===== src/fixed_point_alu_defines.svh =====
// Assertion macros for the fixed-point ALU.
// Included by fixed_point_alu.sv, the RTL file with concurrent assertions; no dependencies.
`ifndef FIXED_POINT_ALU_DEFINES_SVH
`define FIXED_POINT_ALU_DEFINES_SVH

`ifndef ASSERT_OFF

// Check a condition that must hold in the same cycle as its trigger
`define FPA_ASSERT_NOW(lbl, clk, rst_n, ante, cons) \
    lbl: assert property (@(posedge clk) disable iff (!rst_n) (ante) |-> cons) \
        else $error("fixed_point_alu: check failed");

// Check a condition that must hold in the cycle after its trigger
`define FPA_ASSERT_NEXT(lbl, clk, rst_n, ante, cons) \
    lbl: assert property (@(posedge clk) disable iff (!rst_n) (ante) |=> cons) \
        else $error("fixed_point_alu: check failed");

`else

`define FPA_ASSERT_NOW(lbl, clk, rst_n, ante, cons)
`define FPA_ASSERT_NEXT(lbl, clk, rst_n, ante, cons)

`endif

`endif


===== src/fpa_pkg.sv =====
// Shared constants, operation codes and pipeline types of the fixed-point ALU.
// No dependencies; used by every module of the block.
`default_nettype none

package fpa_pkg;

    // Number format
    localparam int DATA_W    = 32;
    localparam int FRAC_BITS = 8;

    // Quotient magnitude width: |a| needs DATA_W bits, shifted left by FRAC_BITS
    localparam int QUOT_W    = DATA_W + FRAC_BITS;

    // Cycles from an accepted beat to its result strobe
    localparam int LATENCY   = QUOT_W + 3;

    // Operation codes
    localparam logic [3:0] OP_ADD     = 4'd0;
    localparam logic [3:0] OP_SUB     = 4'd1;
    localparam logic [3:0] OP_MUL     = 4'd2;
    localparam logic [3:0] OP_DIV     = 4'd3;
    localparam logic [3:0] OP_GT      = 4'd4;
    localparam logic [3:0] OP_LT      = 4'd5;
    localparam logic [3:0] OP_GE      = 4'd6;
    localparam logic [3:0] OP_LE      = 4'd7;
    localparam logic [3:0] OP_EQ      = 4'd8;
    localparam logic [3:0] OP_NE      = 4'd9;
    localparam logic [3:0] OP_MIN     = 4'd10;
    localparam logic [3:0] OP_MAX     = 4'd11;
    localparam logic [3:0] OP_INC     = 4'd12;
    localparam logic [3:0] OP_DEC     = 4'd13;
    localparam logic [3:0] OP_INT2FIX = 4'd14;
    localparam logic [3:0] OP_FIX2INT = 4'd15;

    // Payload of one beat inside the divider pipeline
    typedef struct packed {
        logic              is_div;  // result comes from the quotient
        logic              neg;     // quotient sign is negative
        logic              dz;      // divisor was zero
        logic              cmp;     // comparison outcome
        logic [DATA_W-1:0] value;   // result of every non-divide operation
        logic [DATA_W-1:0] rem;     // partial remainder
        logic [QUOT_W-1:0] nq;      // dividend bits on top, quotient bits below
        logic [DATA_W-1:0] den;     // divisor magnitude
    } fpa_stage_t;

endpackage

`default_nettype wire


===== src/fpa_back.sv =====
// Result stage of the fixed-point ALU: quotient sign fix and output registers.
// Uses fpa_pkg for widths and the stage type.
`default_nettype none

module fpa_back (
    input  wire logic                         clk,
    input  wire logic                         rst_n,
    input  wire logic                         in_valid,
    input  wire fpa_pkg::fpa_stage_t          in_stage,
    output logic                              done,
    output logic signed [fpa_pkg::DATA_W-1:0] result_value,
    output logic                              compare_true,
    output logic                              divide_by_zero
);

    logic                       done_reg;
    logic [fpa_pkg::DATA_W-1:0] value_reg;
    logic [fpa_pkg::DATA_W-1:0] value_next;
    logic                       cmp_reg;
    logic                       dz_reg;
    logic [fpa_pkg::DATA_W-1:0] quot;

    // Keep the low word of the quotient magnitude
    assign quot = in_stage.nq[fpa_pkg::DATA_W-1:0];

    // Pass non-divide values through; apply the quotient sign, zero on a zero divisor
    always_comb
    begin
        if (!in_stage.is_div)
        begin
            value_next = in_stage.value;
        end
        else if (in_stage.dz)
        begin
            value_next = '0;
        end
        else
        begin
            value_next = in_stage.neg ? -quot : quot;
        end
    end

    // Strobe one result beat per valid stage
    always_ff @(posedge clk or negedge rst_n)
    begin
        if (!rst_n)
        begin
            done_reg <= 1'b0;
        end
        else
        begin
            done_reg <= in_valid;
        end
    end

    // Hold the result payload
    always_ff @(posedge clk)
    begin
        value_reg <= value_next;
        cmp_reg   <= in_stage.cmp;
        dz_reg    <= in_stage.is_div & in_stage.dz;
    end

    assign done           = done_reg;
    assign result_value   = $signed(value_reg);
    assign compare_true   = cmp_reg;
    assign divide_by_zero = dz_reg;

endmodule

`default_nettype wire


===== config.mk =====
export PLATFORM = sky130hd
export DESIGN_NAME = fpa_back
export DESIGN_NICKNAME = d
export VERILOG_FILES = /design/src/fixed_point_alu_defines.svh /design/src/fpa_pkg.sv /design/src/fpa_back.sv
export SDC_FILE = /design/constraint.sdc
export NUM_CORES = 1
export LEC_CHECK = 0
export ABC_CLOCK_PERIOD_IN_PS = 800
export BUFFER_PORTS_ARGS = -buffer_cell sky130_fd_sc_hd__buf_2
export CELL_PAD_IN_SITES_DETAIL_PLACEMENT = 0
export CELL_PAD_IN_SITES_GLOBAL_PLACEMENT = 1
export CORE_ASPECT_RATIO = 1.5
export CORE_MARGIN = 4
export CORE_UTILIZATION = 26
export CTS_CLUSTER_DIAMETER = 100
export DETAILED_ROUTE_END_ITERATION = 16
export PLACE_DENSITY = 0.91
export SYNTH_ARGS = -nofsm -noshare
export SYNTH_HDL_FRONTEND = slang
export SYNTH_SLANG_ARGS = --single-unit

===== constraint.sdc =====
create_clock -name clk -period 0.8 [get_ports clk]
set_clock_uncertainty 0.05 [all_clocks]
set_input_delay 0 -clock clk [delete_from_list [all_inputs] [get_ports clk]]
set_output_delay 0 -clock clk [all_outputs]
set_load 0.005 [all_outputs]

==> impl_metrics.prom <==
# TYPE chip_impl_metric gauge
chip_impl_info{name="cts_tree",value="yes"} 1
chip_impl_metric{name="floorplan.initialDensity",unit="%"} 26.5
chip_impl_metric{name="utilization",unit="%"} 59.6
chip_impl_info{name="root_buffer",value="clkbuf_8"} 1
chip_impl_metric{name="antenna_found_initial",unit=""} 0
chip_impl_metric{name="cts_num_sinks",unit=""} 35
chip_impl_metric{name="worstPathRequired",unit="ns"} 0.92
chip_impl_metric{name="maxSlewHeadroom",unit="%"} 77.7
chip_impl_metric{name="critical_path_peak_fanout",unit=""} 4
chip_impl_metric{name="whs",unit="ns"} -0.0140
chip_impl_metric{name="portBuffers",unit=""} 105
chip_impl_metric{name="detail-route-antenna-nets",unit=""} 0
chip_impl_metric{name="h_tree_depth",unit=""} 2
chip_impl_metric{name="die_area",unit="sq um"} 8420
chip_impl_metric{name="synth_fp_nets",unit=""} 334
chip_impl_metric{name="synth_warnings",unit=""} 0
chip_impl_metric{name="ys_seq_elements",unit=""} 35
chip_impl_metric{name="dp_slack",unit="ns"} -1.24
chip_impl_metric{name="layout.filler_cells",unit=""} 563
chip_impl_metric{name="synthArstFlopShare",unit="%"} 2.86
chip_impl_info{name="startpoint_type",value="input port"} 1
chip_impl_metric{name="syn_area",unit="sq um"} 1820
chip_impl_metric{name="grt_usage",unit="%"} 17.5
chip_impl_metric{name="vdd.ir_drop.worst",unit="mV"} 0.636
chip_impl_metric{name="global_route_wire_length_before_repair",unit="um"} 11700
chip_impl_metric{name="drtPass1Iterations",unit=""} 4
chip_impl_info{name="critPathCaptureType",value="register"} 1
chip_impl_info{name="synth.most_common_cell",value="dfxtp_1"} 1
chip_impl_metric{name="via_count",unit=""} 2337
chip_impl_metric{name="power_leakage",unit="nW"} 1.96
chip_impl_metric{name="max_freq",unit="GHz"} 0.609
chip_impl_metric{name="crit_arrival",unit="ns"} 1.76
chip_impl_info{name="synth_commonest_cells",value="34 x dfxtp_1, 27 x xor2_1, 25 x o2bb2ai_1, 15 x nand2_1, 11 x clkbuf_1"} 1
chip_impl_metric{name="grt_max_degree",unit=""} 28
chip_impl_info{name="synthFlopType",value="dfxtp_1"} 1
chip_impl_metric{name="dp.cells",unit=""} 419
chip_impl_metric{name="first_global_vias",unit=""} 2479
chip_impl_metric{name="ios",unit=""} 178
chip_impl_metric{name="nNetsFinal",unit=""} 547
chip_impl_metric{name="final-instance-count-excl-fill",unit=""} 482
chip_impl_metric{name="netlist_cell_types",unit=""} 35
chip_impl_metric{name="yosys.area.top_type_share",unit="%"} 37.5
chip_impl_metric{name="hold_viol",unit=""} 3
chip_impl_metric{name="die_x",unit="um"} 76.3
chip_impl_metric{name="flow.area_growth_from_synthesis",unit="%"} 125
chip_impl_metric{name="globalRouteOverflowTotal",unit=""} 0
chip_impl_metric{name="finalCritPeriodShare",unit="%"} 205
chip_impl_metric{name="timing.final.ws_setup",unit="ns"} -0.842
chip_impl_metric{name="clk_pin_slew_worst_paths",unit="ns"} 0.07
chip_impl_metric{name="std_cell_core_area",unit="sq um"} 6850
chip_impl_metric{name="synth_seq_area_share",unit="%"} 38.8
chip_impl_info{name="status",value="finished with violations"} 1
chip_impl_metric{name="drt_wl_total",unit="um"} 7590
chip_impl_metric{name="final-setup-viol-count",unit=""} 29
chip_impl_metric{name="synth-edff-count",unit=""} 0
chip_impl_metric{name="die-height",unit="um"} 110
chip_impl_info{name="synth_top_area_cell",value="dfxtp_1"} 1
chip_impl_info{name="hold_class",value="input port to register"} 1
chip_impl_metric{name="routed_via_density",unit=""} 4.85
chip_impl_metric{name="power",unit="mW"} 4.77
chip_impl_metric{name="wl_per_cell",unit="um"} 15.7
chip_impl_metric{name="post_synth_inst_count",unit=""} 190
chip_impl_metric{name="drt_iter0_drc",unit=""} 77
chip_impl_metric{name="globalplace.congestion",unit=""} 0.831
chip_impl_metric{name="avgSynthCellArea",unit="sq um"} 9.56
chip_impl_metric{name="worst_slew_pin_slew",unit="ns"} 0.333
chip_impl_metric{name="antenna_cells",unit=""} 0
chip_impl_metric{name="final_area",unit="sq um"} 4090
chip_impl_metric{name="post-route-drc-count",unit=""} 0
chip_impl_metric{name="largest_register_ff_count",unit=""} 32
chip_impl_info{name="unrepaired_setup_endpoints_after_global_routing",value="yes"} 1
chip_impl_metric{name="cts_buffers",unit=""} 5
chip_impl_metric{name="power_density",unit="nW/um^2"} 1170
chip_impl_metric{name="final_number_of_max_transition_violations",unit=""} 0
chip_impl_metric{name="timing.max_cap.violations",unit=""} 0
chip_impl_metric{name="std_cell_rows",unit=""} 37
chip_impl_info{name="timing.setup.critical_path_class",value="input port to register"} 1
chip_impl_metric{name="final_layout_size_suffix_gt1_share",unit="%"} 59.4
chip_impl_metric{name="post-dp-hpwl",unit="um"} 5270
chip_impl_metric{name="final.setup.tns",unit="ns"} -16.20
chip_impl_info{name="violations",value="negative hold slack, negative setup slack"} 1
chip_impl_info{name="post_synth_main_area_contributors",value="dfxtp_1 37%, xor2_1 13%, o2bb2ai_1 12%"} 1
chip_impl_metric{name="period_minus_slack",unit="ns"} 1.64
chip_impl_metric{name="cts.path.max_buffers",unit=""} 2
chip_impl_metric{name="place_area",unit="sq um"} 3040
## routing by layer
| metal | track usage [%] | share of wire (%) | routed length (um) |
|---|---|---|---|
| met4 | 6.48 | 1.4 | 104 |
| met3 | 4.80 | 6.4 | 486 |
| met5 | 0 | 0 | 0 |
| met2 | 33.8 | 56 | 4250 |
| met1 | 17.9 | 36 | 2750 |
## kinds of logic (layout without fill, tap and decap cells)
group | after synthesis | count (layout) | share of synthesized area (%)
fa+ha+maj | 1 | 1 | 0.689
buf+inv | 17 | 231 | 3.51
flops | 35 | 35 | 38.8
xor+xnor | 29 | 29 | 14.0
simple gates | 51 | 51 | 16.5
compound gates | 55 | 55 | 25.4
mux | 2 | 2 | 1.10
## repair_timing
action                                  4_1_cts  5_1_grt
endpoints found under the hold margin        36        0
pin swaps                                    32       36
cloned                                        0        0
resized for setup                            52       27
buffers inserted                              9        6
endpoints found under the setup margin       29       34
hold buffers                                 42        0
## where the power goes
part           leakage, nW  total, mW  internal (mW)  switching [mW]
Clock               0.0482       1.33          0.694           0.633
Combinational         1.61       1.51          0.858           0.657
Sequential           0.297       1.93           1.89          0.0343
## worst paths after layout
kind | start | to | slack (ns) | cells past startpoint
max in group asynchronous | rst_n | done | 0.13 | 3
min in group asynchronous | rst_n | done | 0.47 | 3
setup / recovery | in_stage[32] | result_value[22] | -0.84 | 8
hold / removal | in_stage[137] | result_value[23] | -0.01 | 3
## layout make-up
type                            instances  area [sq um]  area share [%]
Sequential cell                        35           708            17.3
Clock inverter                          1          5.00           0.122
Multi-Input combinational cell        138          1510            37.0
Tap cell                               78          97.6            2.39
Clock buffer                            7          86.3            2.11
Timing Repair Buffer                  218          1640            40.2
Inverter                                5          36.3           0.888
## worst max-delay path: stages
cell and delay, ns:
buf_12 0.11, inv_12 0.04, ha_4 0.12, or4b_4 0.50, or4_4 0.57, o31ai_4 0.19, xor2_1 0.16, o2bb2ai_1 0.07
## layout by cell type, fill, tap and decap left out, types with 2 or more instances in the layout
master	count
buf_12	5
buf_2	98
buf_4	52
buf_6	22
clkbuf_8	6
dfxtp_1	32
dfxtp_2	2
dlygate4sd3_1	40
inv_1	3
mux2i_1	2
nand2_1	9
nand2_4	5
nand2b_4	2
nand4_1	3
nor2_1	5
nor4_4	3
o21ai_2	7
o2bb2ai_1	25
o31ai_1	5
o31ai_4	3
o41ai_4	10
or3_1	4
or4_4	7
xnor2_1	2
xor2_1	22
xor2_2	5
(Power assumes the default switching activity.)
