<file path="config.mk">
export PLATFORM = sky130hd
export DESIGN_NAME = fpa_front
export DESIGN_NICKNAME = d
export VERILOG_FILES = /design/src/fixed_point_alu_defines.svh /design/src/fpa_pkg.sv /design/src/fpa_front.sv
export SDC_FILE = /design/constraint.sdc
export NUM_CORES = 2
export LEC_CHECK = 0
export CAP_MARGIN = 5
export CORE_UTILIZATION = 46
export CTS_CLUSTER_SIZE = 30
export DETAILED_ROUTE_END_ITERATION = 10
export DONT_BUFFER_PORTS = 1
export GPL_ROUTABILITY_DRIVEN = 0
export PLACE_DENSITY = 0.66
export SETUP_SLACK_MARGIN = 0.05
export SLEW_MARGIN = 0
export SYNTH_ARGS = -nofsm -noshare
export SYNTH_HDL_FRONTEND = slang
export SYNTH_SLANG_ARGS = --single-unit
</file>
<file path="constraint.sdc">
create_clock -name clk -period 2.4 [get_ports clk]
set_input_delay 0.48 -clock clk [delete_from_list [all_inputs] [get_ports clk]]
set_output_delay 0.48 -clock clk [all_outputs]
set_load 0.05 [all_outputs]
</file>
<file path="src/fixed_point_alu_defines.svh">
// Assertion macros for the fixed-point ALU.
// Included by fixed_point_alu.sv, the RTL file with concurrent assertions; no dependencies.
`ifndef FIXED_POINT_ALU_DEFINES_SVH
`define FIXED_POINT_ALU_DEFINES_SVH

`ifndef ASSERT_OFF

// Check a condition that must hold in the same cycle as its trigger
`define FPA_ASSERT_NOW(lbl, clk, rst_n, ante, cons) \
    lbl: assert property (@(posedge clk) disable iff (!rst_n) (ante) |-> cons) \
        else $error("fixed_point_alu: check failed");

// Check a condition that must hold in the cycle after its trigger
`define FPA_ASSERT_NEXT(lbl, clk, rst_n, ante, cons) \
    lbl: assert property (@(posedge clk) disable iff (!rst_n) (ante) |=> cons) \
        else $error("fixed_point_alu: check failed");

`else

`define FPA_ASSERT_NOW(lbl, clk, rst_n, ante, cons)
`define FPA_ASSERT_NEXT(lbl, clk, rst_n, ante, cons)

`endif

`endif

</file>
<file path="src/fpa_pkg.sv">
// Shared constants, operation codes and pipeline types of the fixed-point ALU.
// No dependencies; used by every module of the block.
`default_nettype none

package fpa_pkg;

    // Number format
    localparam int DATA_W    = 32;
    localparam int FRAC_BITS = 8;

    // Quotient magnitude width: |a| needs DATA_W bits, shifted left by FRAC_BITS
    localparam int QUOT_W    = DATA_W + FRAC_BITS;

    // Cycles from an accepted beat to its result strobe
    localparam int LATENCY   = QUOT_W + 3;

    // Operation codes
    localparam logic [3:0] OP_ADD     = 4'd0;
    localparam logic [3:0] OP_SUB     = 4'd1;
    localparam logic [3:0] OP_MUL     = 4'd2;
    localparam logic [3:0] OP_DIV     = 4'd3;
    localparam logic [3:0] OP_GT      = 4'd4;
    localparam logic [3:0] OP_LT      = 4'd5;
    localparam logic [3:0] OP_GE      = 4'd6;
    localparam logic [3:0] OP_LE      = 4'd7;
    localparam logic [3:0] OP_EQ      = 4'd8;
    localparam logic [3:0] OP_NE      = 4'd9;
    localparam logic [3:0] OP_MIN     = 4'd10;
    localparam logic [3:0] OP_MAX     = 4'd11;
    localparam logic [3:0] OP_INC     = 4'd12;
    localparam logic [3:0] OP_DEC     = 4'd13;
    localparam logic [3:0] OP_INT2FIX = 4'd14;
    localparam logic [3:0] OP_FIX2INT = 4'd15;

    // Payload of one beat inside the divider pipeline
    typedef struct packed {
        logic              is_div;  // result comes from the quotient
        logic              neg;     // quotient sign is negative
        logic              dz;      // divisor was zero
        logic              cmp;     // comparison outcome
        logic [DATA_W-1:0] value;   // result of every non-divide operation
        logic [DATA_W-1:0] rem;     // partial remainder
        logic [QUOT_W-1:0] nq;      // dividend bits on top, quotient bits below
        logic [DATA_W-1:0] den;     // divisor magnitude
    } fpa_stage_t;

endpackage

`default_nettype wire

</file>
<file path="src/fpa_front.sv">
// Front end of the fixed-point ALU: operand decode, simple operations, multiplier.
// Two register stages; uses fpa_pkg for codes and the stage type.
`default_nettype none

module fpa_front (
    input  wire logic                              clk,
    input  wire logic                              rst_n,
    input  wire logic                              in_valid,
    input  wire logic [3:0]                        action,
    input  wire logic signed [fpa_pkg::DATA_W-1:0] operand_a,
    input  wire logic signed [fpa_pkg::DATA_W-1:0] operand_b,
    output logic                                   out_valid,
    output fpa_pkg::fpa_stage_t                    out_stage
);

    typedef struct packed {
        logic                          is_mul;
        logic                          is_div;
        logic                          neg;
        logic                          dz;
        logic                          cmp;
        logic [fpa_pkg::DATA_W-1:0]    value;
        logic [2*fpa_pkg::DATA_W-1:0]  prod;
        logic [fpa_pkg::DATA_W-1:0]    mag_a;
        logic [fpa_pkg::DATA_W-1:0]    mag_b;
    } fpa_pre_t;

    logic                                  pre_valid_reg;
    fpa_pre_t                              pre_reg;
    fpa_pre_t                              pre_next;
    logic signed [2*fpa_pkg::DATA_W-1:0]   product;
    logic                                  stage_valid_reg;
    fpa_pkg::fpa_stage_t                   stage_reg;
    fpa_pkg::fpa_stage_t                   stage_next;

    // Full signed product; the scaling shift waits for the next stage
    assign product = (2*fpa_pkg::DATA_W)'(operand_a) * (2*fpa_pkg::DATA_W)'(operand_b);

    // Decode the operation and work out everything but the quotient
    always_comb
    begin
        pre_next        = '0;
        pre_next.prod   = product;
        pre_next.mag_a  = operand_a[fpa_pkg::DATA_W-1] ? $unsigned(-operand_a)
                                                       : $unsigned(operand_a);
        pre_next.mag_b  = operand_b[fpa_pkg::DATA_W-1] ? $unsigned(-operand_b)
                                                       : $unsigned(operand_b);
        pre_next.neg    = operand_a[fpa_pkg::DATA_W-1] ^ operand_b[fpa_pkg::DATA_W-1];
        case (action)
            fpa_pkg::OP_ADD:     pre_next.value = $unsigned(operand_a + operand_b);
            fpa_pkg::OP_SUB:     pre_next.value = $unsigned(operand_a - operand_b);
            fpa_pkg::OP_MUL:     pre_next.is_mul = 1'b1;
            fpa_pkg::OP_DIV:
            begin
                pre_next.is_div = 1'b1;
                pre_next.dz     = (operand_b == '0);
            end
            fpa_pkg::OP_GT:      pre_next.cmp = (operand_a > operand_b);
            fpa_pkg::OP_LT:      pre_next.cmp = (operand_a < operand_b);
            fpa_pkg::OP_GE:      pre_next.cmp = (operand_a >= operand_b);
            fpa_pkg::OP_LE:      pre_next.cmp = (operand_a <= operand_b);
            fpa_pkg::OP_EQ:      pre_next.cmp = (operand_a == operand_b);
            fpa_pkg::OP_NE:      pre_next.cmp = (operand_a != operand_b);
            fpa_pkg::OP_MIN:     pre_next.value = (operand_a < operand_b) ? operand_a : operand_b;
            fpa_pkg::OP_MAX:     pre_next.value = (operand_a > operand_b) ? operand_a : operand_b;
            fpa_pkg::OP_INC:     pre_next.value = $unsigned(operand_a)
                                                  + {{(fpa_pkg::DATA_W-1){1'b0}}, 1'b1};
            fpa_pkg::OP_DEC:     pre_next.value = $unsigned(operand_a)
                                                  - {{(fpa_pkg::DATA_W-1){1'b0}}, 1'b1};
            fpa_pkg::OP_INT2FIX: pre_next.value = $unsigned(operand_a) << fpa_pkg::FRAC_BITS;
            fpa_pkg::OP_FIX2INT: pre_next.value = $unsigned(operand_a >>> fpa_pkg::FRAC_BITS);
            default:             pre_next.value = '0;
        endcase
    end

    // Advance the valid bits
    always_ff @(posedge clk or negedge rst_n)
    begin
        if (!rst_n)
        begin
            pre_valid_reg   <= 1'b0;
            stage_valid_reg <= 1'b0;
        end
        else
        begin
            pre_valid_reg   <= in_valid;
            stage_valid_reg <= pre_valid_reg;
        end
    end

    // Scale the product and load the divider operands
    always_comb
    begin
        stage_next        = '0;
        stage_next.is_div = pre_reg.is_div;
        stage_next.neg    = pre_reg.neg;
        stage_next.dz     = pre_reg.dz;
        stage_next.cmp    = pre_reg.cmp;
        stage_next.value  = pre_reg.is_mul
            ? pre_reg.prod[fpa_pkg::FRAC_BITS+fpa_pkg::DATA_W-1:fpa_pkg::FRAC_BITS]
            : pre_reg.value;
        stage_next.nq     = {pre_reg.mag_a, {fpa_pkg::FRAC_BITS{1'b0}}};
        stage_next.den    = pre_reg.mag_b;
    end

    // Hold the payload of both stages
    always_ff @(posedge clk)
    begin
        pre_reg   <= pre_next;
        stage_reg <= stage_next;
    end

    assign out_valid = stage_valid_reg;
    assign out_stage = stage_reg;

endmodule

`default_nettype wire

</file>
==> reports/qor.txt <==
Min-delay worst type = in2reg
Post-DR wirelength/cell = 22.6 um
Hold slack final = 0.0396 ns
Share of cells above drive strength 1 = 0.195
Slew headroom = 0.518
Maximum number of pins on one net before global-route repair = 49
Fin crit share = 2.63
Starting Density = 0.467
Die height = 280 um
Core area = 76300 um^2
Achievable Freq = 158 MHz
Vias in the first global route = 31100
CTS clock-pin slew for the worst setup and hold paths = 0.07 ns
Async SR Flop Fraction = 0.00851
Crit path top cell by count = fa_1
TritonCTS clock tree = done
Syn Area/Cell = 9.03 um^2
Post-layout util = 0.563
Layout Skew = 0.0287 ns
H-tree levels = 1
IO Port Bufs = 0
CTS sink count = 235
First-pass GRT wire length = 184000 um
Final nets = 5244
GR Util met2 = 0.487
Max reg flops = 133
Antenna Nets Post-Route = 0
Syn Inst Count = 3942
CP max FO = 39
Critical Path AT = 6.83 ns
Met1 Use GR = 0.395
DRT Pass-1 Iters = 6
Die width = 280 um
Status = complete, but fails checks
Total grt overflow = 0
DRC Markers = 0
CTS Buf Count = 29
EDFF count, synth = 0
Worst Tran Pin Value = 0.723 ns
Max cap viols = 0
Failing checks = setup timing
Mapped Area = 35600 um^2
Sequential share of the synthesized area = 0.132
DP Worst Slack = -4.66 ns
Final worst setup slack = -3.92 ns
RSZ-0062 raised after global routing = true
# rows = 101
CP Cell Sequence = and2_4 > fa_1 > fa_1 > inv_1 > fa_1 > fa_1 > fa_1 > inv_2 > fa_1 > fa_1 > fa_1 > ha_4 > a21o_1 > a21o_1 > a21o_1 > nand2_1 > nand2_1 > or3_1 > o21a_4 > a2111oi_4 > nor3_2 > xor2_1
Max Slew Vio Count = 0
DIE AREA = 78500 um^2
Final setup viols = 75
All-Layer GR Usage = 0.312
Final WL = 120000 um
Max stage delay on crit path = 0.57 ns
Vias = 29300
Number of synthesized register bits = 235
Root Buffer = clkbuf_16
Crit-path leading delay family = adder cells
Syn-to-layout area delta = 20.6%
Filler cell count = 6620
Commonest non-fill, non-tap cell in the layout = inv_1
Cell variety after synth = 85
Element type at the critical path end = register
Dominant synthesized flop cell = dfxtp_1
Met3 GRT Util = 0.0780
Worst path required time = 2.91 ns
Worst Path Class, Setup = in2reg
DR vias/cell = 5.50
Yosys warnings = 0
Slowest-stage cell, CP = fa_1
HPWL after DPL = 86200 um
Top Ports = 212
Busiest grt layer = met2
Clk_lat worst skew = 0.63 ns
Final hold violation count = 0
Antenna violations before repair = 10
Setup crit start kind = input pin
Commonest cells after routing, fill and taps aside = 728 x inv_1, 625 x fa_1, 437 x buf_4, 397 x nand2_1, 349 x and2_1
Max clock buf depth = 3
Final min period = 6.32 ns
WP buf/inv = 2
1st-iter DRT viols = 2323
final cells by class:
type                            instances  area (um^2)  area share
Antenna cell                            3         7.51    0.000175
Clock buffer                           38          779      0.0181
Clock inverter                         16          189     0.00440
Inverter                              745         2820      0.0657
Multi-Input combinational cell       2727        28700       0.667
Sequential cell                       235         4720       0.110
Tap cell                             1030         1290      0.0300
Timing Repair Buffer                  540         4490       0.105
kinds of logic (layout without fill, tap and decap cells):
group,count (synthesis),after routing,share of synthesized area
AND/OR/NAND/NOR,1092,1092,0.155
adder cells (fa/ha/maj),895,895,0.450
flip-flops,235,235,0.132
XOR/XNOR,195,195,0.0480
multiplexers,42,42,0.0131
other,1,43,0.000105
buffers and inverters,1020,1339,0.112
AO/OA/AOI/OAI,462,463,0.0889
routing by layer:
layer  share of wire  vias up
met1            0.38    14500
met3            0.11      444
met2            0.44     1574
met5         0.00071        -
li1                -    12800
met4           0.067        6
per-stage QoR:
step / instance area, um^2 / TNS [ns] / std cells
floorplan: 36800 / -169.45 / 3981
CTS: 42200 / -120.22 / 5320
global route: 43000 / -128.60 / 5331
detailed placement: 39800 / -193.50 / 5183
finish: 43000 / -120.78 / 5334
global placement: 39800 / -190.32 / 5183
cells in the mapped netlist (6+ instances only):
master       n  area, um^2
and3_1       8        50.1
and4_1       6        52.6
or3_1        6        37.5
buf_1       16        60.1
o21a_1      11        82.6
ha_1       250        3130
o21ai_0     99         495
nand3_1     36         180
o41ai_1     14         123
nand2_1    413        1550
nor4_1      10        62.6
a21oi_1    108         541
a21o_1      39         293
fa_1       645       12900
a221oi_1    20         175
nor3_1      30         150
nand2b_1    17         106
nand4_1     18         113
clkbuf_1   203         762
a22oi_1     14         105
a2111oi_0    9        78.8
nor2_1     124         465
a31oi_1     14        87.6
a22o_1       6        52.6
xnor2_1    162        1420
o21bai_1    16         120
or2_2        8        50.1
or4_1       14         105
a222oi_1    14         140
mux2_2      37         417
inv_1      743        2790
nor2b_1     18         113
and2_1     360        2250
buf_2       15        75.1
a211oi_1     8        60.1
o31ai_1     24         180
xor2_1      33         289
dfxtp_1    233        4660
buf_4       40         300
a221o_1     13         130
worst reg2reg max path: cells and delay by family (launching register included):
kind,cells,cell delay (ns)
buffers and inverters,1,0.35
multiplexers,1,0.39
flip-flops,1,0.79
timing repair:
action / 4_1_cts / 5_1_grt
cloned: 3 / 0
gates resized for setup: 146 / 125
pin swaps: 80 / 53
setup endpoints to repair: 85 / 88
hold buffers: 56 / 4
hold endpoints to repair: 56 / 4
setup buffers: 26 / 8
path summary, 6_finish.rpt:
kind                          startpoint              to  slack [ns]  cells after the start
hold reg to reg              pre_reg[37]   out_stage[45]        0.33                      0
setup / recovery            operand_a[8]    pre_reg[101]       -3.92                     22
hold / removal             operand_a[31]     pre_reg[58]        0.04                      2
max in group asynchronous          rst_n   pre_valid_reg        2.19                      1
setup reg to reg            pre_reg[164]  out_stage[124]        0.75                      2
min in group asynchronous          rst_n       out_valid        0.09                      1
Power is left out: the tool's default activity adds up to more than one toggle a clock period on the data nets, which glitch-free logic cannot reach.
